==> src/design/lpg_pkg.sv <==
// Shared types and constants for the line pixel generator.
`timescale 1ns / 1ps

package lpg_pkg;

    // Field widths of the request and pixel words.
    localparam int COORD_W = 6;
    localparam int COLOR_W = 32;

    // Error accumulator width: holds values below four times the major delta.
    localparam int ERR_W = COORD_W + 2;

    // Default canvas edge length.
    localparam int CANVAS_SIZE_DEF = 64;

    // One line request.
    typedef struct packed {
        logic [COORD_W-1:0] start_x;
        logic [COORD_W-1:0] start_y;
        logic [COORD_W-1:0] end_x;
        logic [COORD_W-1:0] end_y;
        logic [COLOR_W-1:0] line_color;
    } t_line_req;

    // One emitted pixel.
    typedef struct packed {
        logic [COORD_W-1:0] pixel_x;
        logic [COORD_W-1:0] pixel_y;
        logic [COLOR_W-1:0] pixel_color;
        logic               last;
    } t_pixel;

    // Control from the sequencer to the stepping unit.
    typedef struct packed {
        logic               load;
        logic               step;
        logic [COORD_W-1:0] dmaj;
        logic [COORD_W-1:0] dmin;
    } t_dda_ctl;

    // Status from the stepping unit back to the sequencer.
    typedef struct packed {
        logic [COORD_W-1:0] k;
        logic [COORD_W-1:0] k_next;
        logic [COORD_W-1:0] q;
        logic [COORD_W-1:0] q_next;
        logic               at_end;
    } t_dda_stat;

endpackage

==> src/design/lpg_dda_unit.sv <==
// Error accumulator that steps the major count and rounded minor offset.
`timescale 1ns / 1ps

module lpg_dda_unit (
    input  logic                i_clk,
    input  lpg_pkg::t_dda_ctl   i_ctl,
    output lpg_pkg::t_dda_stat  o_stat
);
    import lpg_pkg::*;

    logic [COORD_W-1:0] r_k, n_k;
    logic [COORD_W-1:0] r_q, n_q;
    logic [ERR_W-1:0]   r_e, n_e;
    logic [COORD_W-1:0] r_dmaj;
    logic [COORD_W-1:0] r_dmin;

    logic [ERR_W-1:0]   w_sum;
    logic [ERR_W-1:0]   w_two_maj;
    logic               w_carry;

    // The remainder tracks (2*k*dmin + dmaj) mod (2*dmaj); one add and
    // one compare per step, and the offset rises by at most one.
    always_comb begin
        w_sum     = r_e + ERR_W'({r_dmin, 1'b0});
        w_two_maj = ERR_W'({r_dmaj, 1'b0});
        w_carry   = (w_sum >= w_two_maj);
        n_e       = w_carry ? (w_sum - w_two_maj) : w_sum;
        n_q       = r_q + COORD_W'(w_carry);
        n_k       = r_k + COORD_W'(1);
    end

    // Load starts a new line at step zero with the half-step bias.
    always_ff @(posedge i_clk) begin
        if (i_ctl.load) begin
            r_k    <= '0;
            r_q    <= '0;
            r_e    <= ERR_W'(i_ctl.dmaj);
            r_dmaj <= i_ctl.dmaj;
            r_dmin <= i_ctl.dmin;
        end else if (i_ctl.step) begin
            r_k <= n_k;
            r_q <= n_q;
            r_e <= n_e;
        end
    end

    assign o_stat.k      = r_k;
    assign o_stat.k_next = n_k;
    assign o_stat.q      = r_q;
    assign o_stat.q_next = n_q;
    assign o_stat.at_end = (r_k == r_dmaj);

endmodule

==> src/design/line_pixel_generator.sv <==
// Top level of the line pixel generator: request setup, sequencer and pixel output.
`timescale 1ns / 1ps

// A request is taken when start is high and busy is low. The block then
// stays busy while one error accumulator advances the line by one major
// step per cycle up to its end point (on a smaller canvas it stops after
// the last pixel on the canvas). Each pixel appears on o_pixel for one
// cycle with o_valid high, in the cycle after its step, in order of rising
// major coordinate, and last marks the final pixel. The receiver cannot
// stall the output, so it must take every pixel in the cycle it is shown.
// Pixels off a canvas smaller than 64 are dropped, and a line entirely off
// the canvas gives no pixel.
module line_pixel_generator #(
    parameter int CANVAS_SIZE = lpg_pkg::CANVAS_SIZE_DEF
) (
    input  logic               i_clk,
    input  logic               i_rst_n,
    input  logic               start,
    input  lpg_pkg::t_line_req i_req,
    output logic               busy,
    output logic               o_valid,
    output lpg_pkg::t_pixel    o_pixel
);
    import lpg_pkg::*;

    localparam logic ST_IDLE = 1'b0;
    localparam logic ST_RUN  = 1'b1;

    logic               r_state, n_state;
    logic               r_xmajor;
    logic               r_min_neg;
    logic [COORD_W-1:0] r_bmaj;
    logic [COORD_W-1:0] r_bmin;
    logic [COLOR_W-1:0] r_color;
    logic               r_out_vld, n_out_vld;
    t_pixel             r_out, n_out;

    logic               w_accept;
    logic [COORD_W:0]   w_dx, w_dy;
    logic [COORD_W-1:0] w_adx, w_ady;
    logic               w_xmajor, w_swap, w_min_neg, w_minor_neg, w_minor_pos;
    logic [COORD_W-1:0] w_bx, w_by;

    logic [COORD_W-1:0] w_cur_min, w_nxt_min, w_cur_maj, w_nxt_maj;
    logic               w_cur_ok, w_nxt_ok, w_finish;

    t_dda_ctl           w_ctl;
    t_dda_stat          w_stat;

    assign w_accept = start && !busy;
    assign busy     = (r_state == ST_RUN);

    // Request setup: deltas, major axis, and endpoint order.
    always_comb begin
        w_dx        = {1'b0, i_req.end_x} - {1'b0, i_req.start_x};
        w_dy        = {1'b0, i_req.end_y} - {1'b0, i_req.start_y};
        w_adx       = w_dx[COORD_W] ? COORD_W'(-w_dx) : w_dx[COORD_W-1:0];
        w_ady       = w_dy[COORD_W] ? COORD_W'(-w_dy) : w_dy[COORD_W-1:0];
        w_xmajor    = (w_adx >= w_ady);
        w_swap      = w_xmajor ? w_dx[COORD_W] : w_dy[COORD_W];
        w_minor_neg = w_xmajor ? w_dy[COORD_W] : w_dx[COORD_W];
        w_minor_pos = !w_minor_neg && ((w_xmajor ? w_ady : w_adx) != '0);
        w_min_neg   = w_swap ? w_minor_pos : w_minor_neg;
        w_bx        = w_swap ? i_req.end_x : i_req.start_x;
        w_by        = w_swap ? i_req.end_y : i_req.start_y;
    end

    // Control for the stepping unit.
    always_comb begin
        w_ctl.load = w_accept;
        w_ctl.step = (r_state == ST_RUN);
        w_ctl.dmaj = w_xmajor ? w_adx : w_ady;
        w_ctl.dmin = w_xmajor ? w_ady : w_adx;
    end

    lpg_dda_unit u_dda (
        .i_clk  (i_clk),
        .i_ctl  (w_ctl),
        .o_stat (w_stat)
    );

    // Current and next pixel positions and their canvas checks; the pixels
    // on the canvas form one unbroken run, so the next check finds the last.
    always_comb begin
        w_cur_maj = r_bmaj + w_stat.k;
        w_nxt_maj = r_bmaj + w_stat.k_next;
        w_cur_min = r_min_neg ? (r_bmin - w_stat.q) : (r_bmin + w_stat.q);
        w_nxt_min = r_min_neg ? (r_bmin - w_stat.q_next) : (r_bmin + w_stat.q_next);
        w_cur_ok  = (32'(w_cur_maj) < CANVAS_SIZE) && (32'(w_cur_min) < CANVAS_SIZE);
        w_nxt_ok  = (32'(w_nxt_maj) < CANVAS_SIZE) && (32'(w_nxt_min) < CANVAS_SIZE);
        w_finish  = w_stat.at_end || (w_cur_ok && !w_nxt_ok);
    end

    // Sequencer and output register.
    always_comb begin
        n_state   = r_state;
        n_out_vld = 1'b0;
        n_out     = r_out;
        case (r_state)
            ST_IDLE: begin
                if (w_accept) begin
                    n_state = ST_RUN;
                end
            end
            ST_RUN: begin
                n_out_vld         = w_cur_ok;
                n_out.pixel_x     = r_xmajor ? w_cur_maj : w_cur_min;
                n_out.pixel_y     = r_xmajor ? w_cur_min : w_cur_maj;
                n_out.pixel_color = r_color;
                n_out.last        = w_stat.at_end || !w_nxt_ok;
                if (w_finish) begin
                    n_state = ST_IDLE;
                end
            end
            default: begin
                n_state = ST_IDLE;
            end
        endcase
    end

    // Control state with reset.
    always_ff @(posedge i_clk) begin
        if (!i_rst_n) begin
            r_state   <= ST_IDLE;
            r_out_vld <= 1'b0;
        end else begin
            r_state   <= n_state;
            r_out_vld <= n_out_vld;
        end
    end

    // Payload registers: the output pixel is loaded every cycle, the line setup when a request is taken.
    always_ff @(posedge i_clk) begin
        r_out <= n_out;
        if (w_accept) begin
            r_xmajor  <= w_xmajor;
            r_min_neg <= w_min_neg;
            r_bmaj    <= w_xmajor ? w_bx : w_by;
            r_bmin    <= w_xmajor ? w_by : w_bx;
            r_color   <= i_req.line_color;
        end
    end

    assign o_valid = r_out_vld;
    assign o_pixel = r_out;

    // A pixel only follows a cycle of line stepping.
    a_valid_after_run: assert property (@(posedge i_clk) disable iff (!i_rst_n)
        o_valid |-> $past(r_state == ST_RUN))
        else $error("pixel strobe without a preceding step");

    // The final pixel of a line is never directly followed by another.
    a_gap_after_last: assert property (@(posedge i_clk) disable iff (!i_rst_n)
        (o_valid && o_pixel.last) |=> !o_valid)
        else $error("pixel strobe right after the last pixel");

    // A taken request makes the block busy in the next cycle.
    a_busy_after_accept: assert property (@(posedge i_clk) disable iff (!i_rst_n)
        w_accept |=> busy)
        else $error("not busy after a request was taken");

endmodule
==> config.mk <==
export PLATFORM = sky130hd
export DESIGN_NAME = line_pixel_generator
export DESIGN_NICKNAME = d
export VERILOG_FILES = /design/src/design/lpg_pkg.sv /design/src/design/lpg_dda_unit.sv /design/src/design/line_pixel_generator.sv
export SDC_FILE = /design/constraint.sdc
export NUM_CORES = 1
export LEC_CHECK = 0
export BUFFER_PORTS_ARGS = -buffer_cell sky130_fd_sc_hd__buf_2
export CAP_MARGIN = 10
export CORE_MARGIN = 2
export CORE_UTILIZATION = 45
export DETAILED_ROUTE_END_ITERATION = 10
export PLACE_DENSITY = 0.66
export SYNTH_ARGS = -nofsm -noshare
export SYNTH_HDL_FRONTEND = slang
export SYNTH_SLANG_ARGS = --single-unit
==> constraint.sdc <==
create_clock -name i_clk -period 9.3 [get_ports i_clk]
set_input_delay 1.86 -clock i_clk [delete_from_list [all_inputs] [get_ports i_clk]]
set_output_delay 1.86 -clock i_clk [all_outputs]
set_load 0.005 [all_outputs]
==> load_flow_metrics.sql <==
INSERT INTO impl_metrics (metric_group, metric, value, unit) VALUES
('critical_path', 'cp_slowest_cell', 'a221oi_4', ''),
('timing', 'post-route-period-util', '0.7147', ''),
('pwr', 'seq_power_share', '0.300', ''),
('layout', 'antenna_fix_cells', '0', ''),
('route', 'viasPerCell', '5.182', ''),
('layout', 'finish.net_count', '748', ''),
('yosys', 'synth.mux.area_fraction', '0.07873', ''),
('placed_design', 'place_area', '0.007365', 'mm^2'),
('yosys', 'synth_top_cell_by_area', 'edfxtp_1', ''),
('timing', 'timing.final.setup_violations', '0', ''),
('timing', 'highest_achievable_clock_rate', '0.1505', 'GHz'),
('yosys', 'post-synth-top-area-fraction', '0.4927', ''),
('global_routing', 'grt_start_max_net_pins', '38', ''),
('yosys', 'netlist_area', '0.006643', 'mm^2'),
('clock_network', 'clock_tree.buffer_depth', '2', ''),
('placed_design', 'detailedPlacementHpwl', '10.07', 'mm'),
('clock_network', 'holdBufCountCts', '0', ''),
('worst_hold_path', 'worstHoldPathType', 'reg -> reg', ''),
('layout', 'layout-area-overhead-vs-synth', '20.36', '%'),
('floorplan', 'die-height', '125.5', 'um'),
('critical_path', 'crit-reg2reg-capture', 'u_dda.r_q[2]', ''),
('floorplan', 'core', '0.01448', 'mm^2'),
('yosys', 'synth-compound-area-share', '0.1066', ''),
('yosys', 'yosysUniqueCellTypes', '64', ''),
('placed_design', 'port_buffer_count', '105', ''),
('timing', 'hold_slack', '414.5', 'ps'),
('yosys', 'synth_top_cells_by_area', 'edfxtp_1 49%, ha_1 8.7%, mux2i_1 5.3%', ''),
('pwr', 'powerDensity', '348.1', 'mW/mm^2'),
('timing', 'final_critical_path_setup_slack', '2654', 'ps'),
('run_status', 'status', 'finished clean', ''),
('layout', 'stdcell_area', '0.007995', 'mm^2'),
('worst_hold_path', 'min_to', 'o_pixel[23]', ''),
('timing', 'tightest_slew', '822.3', 'ps'),
('route', 'route.final.wire_length', '13.21', 'mm'),
('pwr', 'power.internal', '1.830', 'mW'),
('floorplan', 'core.rowCount', '44', ''),
('yosys', 'yosys_register_bits', '125', ''),
('yosys', 'synth-edff-count', '109', ''),
('yosys', 'postSynthCellCount', '522', ''),
('critical_path', 'reg2reg_slack', '5800', 'ps'),
('critical_path', 'worstSetupStartpointType', 'primary input', ''),
('global_routing', 'antenna_found_initial', '0', ''),
('yosys', 'dominant_combinational_cell_family_by_area_after_synthesis', 'compound AO/OA/AOI/OAI gates', ''),
('global_routing', 'grtUsageTotal', '0.1706', ''),
('yosys', 'yosys-top-cells-count', '109 x edfxtp_1, 46 x ha_1, 42 x inv_1, 35 x mux2i_1, 30 x a21oi_1', ''),
('clock_network', 'post_cts_resized', '0', ''),
('clock_network', 'cts_htree_levels', '4', ''),
('pwr', 'power.leakage', '3.347', 'nW'),
('timing', 'min_tclk_post_route', '6646', 'ps'),
('route', 'drt-initial-drc-count', '237', ''),
('critical_path', 'max_stage_delay', '700', 'ps'),
('yosys', 'synth-warning-count', '0', ''),
('clock_network', 'tritoncts_buffer_count', '17', ''),
('floorplan', 'boundaryPins', '106', ''),
('critical_path', 'cell_by_cell_trace_of_the_critical_path', 'buf_2, inv_1, ha_1, inv_1, fa_1, a211oi_1, nor2_1, or2_0, o211ai_1, xor2_1, inv_1, ha_1, and3_1, a221oi_4, inv_2, mux2i_4, mux2i_1, mux2i_1', ''),
('floorplan', 'fp.dieArea', '0.01575', 'mm^2'),
('route', 'drt-pass1-iter-count', '4', ''),
('layout', 'area.sequential', '0.003595', 'mm^2'),
('critical_path', 'crit_fanout', '25', ''),
('global_routing', 'via_count_of_the_first_global_routing_pass', '4286', ''),
('route', 'drc', '0', ''),
('global_routing', 'grt_pass1_wl', '21.35', 'mm'),
('worst_hold_path', 'worst_hold_startpoint', 'r_color[22]', ''),
('route', 'drt.antenna.violating_nets', '0', ''),
('critical_path', 'worstPathRequired', '9420', 'ps'),
('timing', 'final.setup.tns', '0', 'ps'),
('critical_path', 'critPathKind', 'in -> reg', ''),
('critical_path', 'r2r_cells', '14', ''),
('clock_network', 'clock_sink_count', '125', ''),
('global_routing', 'gr-total-overflow', '0', ''),
('critical_path', 'r2r_start', 'u_dda.r_dmin[1]', '');
## cell usage in the layout, fill, tap and decap left out, drive strengths merged, types with 22 or more instances in the layout
cell	n
inv	50
mux2i	36
xnor2	25
edfxtp	109
buf	107
nor2	22
a21oi	34
ha	46
o21ai	24
nand2	28
## critical path, delay by kind of cell
family                     cells  cell delay [ps]
xor gates and xnor gates       1              220
muxes                          3             1090
adders and majority gates      3              910
and+or+nand+nor                3              620
buffers and inverters          5              770
AOI/OAI and AO/OA              3             1300
## worst max path at each step
stage / cells past startpoint / slack [ps] / startpoint / endpoint
2_1_floorplan: 18 / 3730 / i_req[38] / r_bmaj[1]
3_3_place_gp: 18 / 2490 / i_req[38] / r_bmaj[0]
3_5_place_dp: 18 / 2240 / i_req[38] / r_bmin[2]
4_1_cts: 18 / 2670 / i_req[38] / r_bmin[2]
5_1_grt: 18 / 2270 / i_req[38] / r_bmin[5]
6_report: 18 / 2650 / i_req[38] / r_bmin[2]
## through the flow
stage	std cells	util	total power, mW
floorplan	522	-	1.833
global placement	802	0.5086	2.060
detailed placement	802	0.5086	2.094
CTS	833	0.5522	2.811
global route	833	0.5522	2.989
finish	833	0.5522	2.783
## final cells by class
type,instances,area share
Tap cell,184,0.02880
Inverter,44,0.02066
Multi-Input combinational cell,342,0.3545
Clock inverter,14,0.02567
Clock buffer,17,0.05321
Timing Repair Buffer,107,0.06761
Sequential cell,125,0.4496
## state kept, by name (all words and copies together) (netlist names)
| name | cells |
|---|---|
| r_xmajor | 1 |
| u_dda.r_k | 6 |
| u_dda.r_e | 8 |
| r_bmaj | 6 |
| u_dda.r_dmin | 6 |
| u_dda.r_dmaj | 6 |
| busy | 1 |
| o_valid | 1 |
| u_dda.r_q | 6 |
| r_min_neg | 1 |
| o_pixel | 45 |
| r_bmin | 6 |
| r_color | 32 |
## power groups by stage
stage,clock (mW),combinational (mW),sequential [mW]
finish,0.702,1.25,0.835
global route,0.746,1.40,0.845
CTS,0.717,1.26,0.836
detailed placement,0,1.25,0.847
global placement,0,1.22,0.844
floorplan,0,1.00,0.830
## cells by family (layout without fill, tap and decap cells)
logic type,count (synthesis),in the layout
and+or+nand+nor,96,96
xor gates and xnor gates,46,46
buffers and inverters,55,182
AOI/OAI and AO/OA,100,100
muxes,48,48
DFF,125,125
adders and majority gates,52,52
## layer usage
metal	global-route usage	share of wire
met4	0.05621	0.014
met3	0.04279	0.050
met2	0.2795	0.48
met1	0.2228	0.46
met5	0	0
No activity file was read; power rests on OpenSTA's default activity.
